$ cat src/sv/spext_pkg.sv
// ----------------------------------------------------------------------------
// Scanline span extent table: package
// Defaults, register indexes and item operation codes.
// ----------------------------------------------------------------------------
package spext_pkg;

    localparam int ROWS_DEFAULT       = 1024;
    localparam int COORD_BITS_DEFAULT = 16;
    localparam int ROW_LAST_RESET     = 1023;

    // configuration port
    localparam int CFG_IDX_BITS = 2;
    localparam logic [CFG_IDX_BITS-1:0] REG_ROW_FIRST = 2'd0;
    localparam logic [CFG_IDX_BITS-1:0] REG_ROW_LAST  = 2'd1;

    // item operations
    localparam logic OP_RECORD = 1'b0;
    localparam logic OP_QUERY  = 1'b1;

endpackage

$ cat src/sv/spext_update.sv
// ----------------------------------------------------------------------------
// Span update unit
// Merges a recorded point into a row entry and tests the point against the span
// widened by one column on each side.
// ----------------------------------------------------------------------------
module spext_update #(
    parameter int COORD_BITS = spext_pkg::COORD_BITS_DEFAULT
) (
    input  logic                         op,
    input  logic                         row_ok,
    input  logic signed [COORD_BITS-1:0] x,
    input  logic                         cur_seen,
    input  logic signed [COORD_BITS-1:0] cur_start,
    input  logic signed [COORD_BITS-1:0] cur_end,
    output logic                         wr_en,
    output logic                         new_seen,
    output logic signed [COORD_BITS-1:0] new_start,
    output logic signed [COORD_BITS-1:0] new_end,
    output logic                         near
);
    import spext_pkg::*;

    logic                         rec;
    logic signed [COORD_BITS:0]   x_lo;
    logic signed [COORD_BITS:0]   x_hi;
    logic signed [COORD_BITS:0]   st_w;
    logic signed [COORD_BITS:0]   en_w;

    assign rec   = row_ok && (op == OP_RECORD);
    assign wr_en = rec;

    always_comb
    begin
        new_seen  = cur_seen;
        new_start = cur_start;
        new_end   = cur_end;
        if (rec)
        begin
            new_seen = 1'b1;
            if (!cur_seen)
            begin
                new_start = x;
                new_end   = x;
            end
            else
            begin
                if (x < cur_start)
                    new_start = x;
                if (x > cur_end)
                    new_end = x;
            end
        end
    end

    // compare one bit wider so that x+1 and x-1 cannot wrap
    assign x_lo = {x[COORD_BITS-1], x} + (COORD_BITS+1)'(1);
    assign x_hi = {x[COORD_BITS-1], x} - (COORD_BITS+1)'(1);
    assign st_w = {new_start[COORD_BITS-1], new_start};
    assign en_w = {new_end[COORD_BITS-1], new_end};
    assign near = row_ok && (x_lo >= st_w) && (en_w >= x_hi);

endmodule

$ cat config.mk
export PLATFORM = sky130hd
export DESIGN_NAME = spext_update
export DESIGN_NICKNAME = d
export VERILOG_FILES = /design/src/sv/spext_pkg.sv /design/src/sv/spext_update.sv
export SDC_FILE = /design/constraint.sdc
export NUM_CORES = 1
export LEC_CHECK = 0
export ABC_AREA = 1
export ABC_CLOCK_PERIOD_IN_PS = 6500
export BUFFER_PORTS_ARGS = -buffer_cell sky130_fd_sc_hd__buf_2
export CAP_MARGIN = 5
export CORE_MARGIN = 10
export CORE_UTILIZATION = 40
export DETAILED_ROUTE_END_ITERATION = 6
export SYNTH_ARGS = -nofsm -noshare
export SYNTH_HDL_FRONTEND = slang
export SYNTH_SLANG_ARGS = --single-unit
$ cat constraint.sdc
create_clock -name vclk -period 6.5
set_input_delay 1.3 -clock vclk [all_inputs]
set_output_delay 1.3 -clock vclk [all_outputs]
set_load 0.05 [all_outputs]
==> flow_summary.ini <==
[status]
status = complete, no violations

[placement]
dp.cells = 693
io_buffers = 86
dp_hpwl_um = 8410
gp_congestion = 0.881
pre_cts_ws_ns = 0.376

[die]
initial_utilization_pct = 40.6
io_pins = 86
core_area_sq_um = 7650
die_w_um = 108
die_y_um = 108
rows = 32
die-area_sq_um = 11700

[sta]
rsz0062_at_grt = no
slew_headroom_pct = 61.4
finalHoldViolCount = 0
period_share_pct = 94.1
layout_setup_ws_ns = 0.381
tightestPinTransition_ns = 0.577
setup-violations-final = 0
max_freq_ghz = 0.163
setup_tns_ns = 0
min_period_ns = 6.12
drv_slew = 0

[global_route]
grt_overflow_total = 0
grt_pass1_wl_um = 16400
grt_use_total_pct = 16.5
grt_max_degree = 32
grt_antenna_before_repair = 0
grt_pass1_vias = 3489

[worst_setup_path]
crit_path_end_kind = output pin
crit_fanout = 18
cp.arrival_ns = 4.82
start_kind = primary input
required_ns = 5.20
critPathKind = in -> out

[detailed_routing]
wl_met2_um = 4500
routed-wl-met3_um = 509
wl_met1_um = 4740
wl_um = 9870
antenna_left = 0
vias_per_cell = 5.06
drtIter0Drc = 178
dr.max_layer_used = met4
vias = 3509
wire_per_inst_um = 14.2
firstDrtPassIters = 4
drc = 0

[cells_and_area]
seq_area_sq_um = 0
final_nets = 711
area_growth_pct = 14.6
layout-drive-gt1-share_pct = 20.1
final_common_cell = nand2_1
most-common-layout-cells = nand2_1, buf_2, ha_1, inv_1, nand3_1
seq_cell_count = 0
n_fill_cell = 835
clkbuf_count = 0
antennaDiodeCount = 0
fin_cells = 693

[synthesis]
mappedNetlistArea_sq_um = 3100
yosysSeqAreaShare_pct = 0
ys_types = 36
synth_nets = 641
yosys_warnings = 0
synthCells = 523
avgSynthCellArea_sq_um = 5.93

[power_and_ir_drop]
ir_drop_v = 0.0000561
power_uw = 340
p_leak_nw = 2.15
power_density_nw_per_um2 = 95.7

[clock_tree]
postCtsSetupBuffers = 0
holdBufCountCts = 0
ctsResizeCount = 0

[min_path]
min_path_type = in -> out
min_path_cells = 4

[run]
cap_viol_max_count = 0
final cells by class:
class | instances | area (sq um) | share of cell area [%]
multi-input combinational | 431 | 2690 | 75.6
timing repair buffer | 91 | 480 | 13.5
inverter | 69 | 259 | 7.29
tap | 102 | 128 | 3.59
metal layers:
metal	up-vias	GRT usage (%)
met1	1568	22.7
met5	-	0
met3	10	1.78
met2	90	27.6
met4	0	2.00
li1	1841	-
worst max-delay path, stage by stage:
cell and delay, ns:
buf_2 0.19, ha_1 0.35, nand4_1 0.13, nor3_2 0.22, nand2_1 0.16, nand2_1 0.09, nand2_1 0.05, nand2_1 0.07
nand2_1 0.06, nand2_2 0.30, nand2_4 0.22, nand2_1 0.11, nand2_1 0.09, ha_1 0.31, nand2_1 0.07, o21ai_0 0.22
nand2_1 0.09, o211ai_1 0.10, nand2_1 0.10, nand4_1 0.14, nand3_1 0.09, nor2_1 0.10, buf_2 0.27
cells by family (layout without fill, tap and decap cells):
family | after synthesis | after routing | share of synthesized area, %
buffers and inverters | 92 | 160 | 13.6
and+or+nand+nor | 295 | 295 | 44.6
xor gates and xnor gates | 26 | 26 | 7.34
AOI/OAI and AO/OA | 43 | 43 | 7.42
adders and majority gates | 67 | 67 | 27.0
cell usage after synthesis (all sizes together):
library cell / count / share of area (%)
xnor2: 1 / 0.28
nor4: 2 / 0.61
inv: 68 / 8.2
nor2: 29 / 3.9
or2: 1 / 0.20
o21bai: 1 / 0.24
nand2: 172 / 21
nand4: 10 / 2.4
buf: 17 / 4.2
clkinv: 1 / 0.12
clkbuf: 6 / 1.0
xor2: 25 / 7.1
a31oi: 1 / 0.20
o41ai: 1 / 0.28
nand3: 65 / 11
ha: 67 / 27
o21ai: 10 / 1.6
a21oi: 27 / 4.4
a21o: 2 / 0.48
nand3b: 5 / 1.2
o211ai: 1 / 0.24
nor3: 11 / 3.7
report_power, final:
group | leakage, nW | switching (mW) | internal (mW)
sequential | 0 | 0 | 0
clock | 0 | 0 | 0
combinational | 2.15 | 0.237 | 0.104
total | 2.15 | 0.237 | 0.104
final timing paths:
| path | start | endpoint |
|---|---|---|
| worst max-delay path | x[11] | near |
| worst min-delay path | cur_start[13] | new_start[13] |
metrics by stage:
| step | hold WS [ns] | utilization (%) | instance area, sq um |
|---|---|---|---|
| final | 3.00 | 46.5 | 3550 |
| after global routing | 3.01 | 46.5 | 3550 |
| after CTS | 3.00 | 46.5 | 3550 |
| after detailed placement | 3.00 | 46.5 | 3550 |
| after global placement | 3.00 | 46.5 | 3550 |
| after floorplan | 2.85 | - | 3100 |
Note: power is estimated with default switching activity, not from simulation.
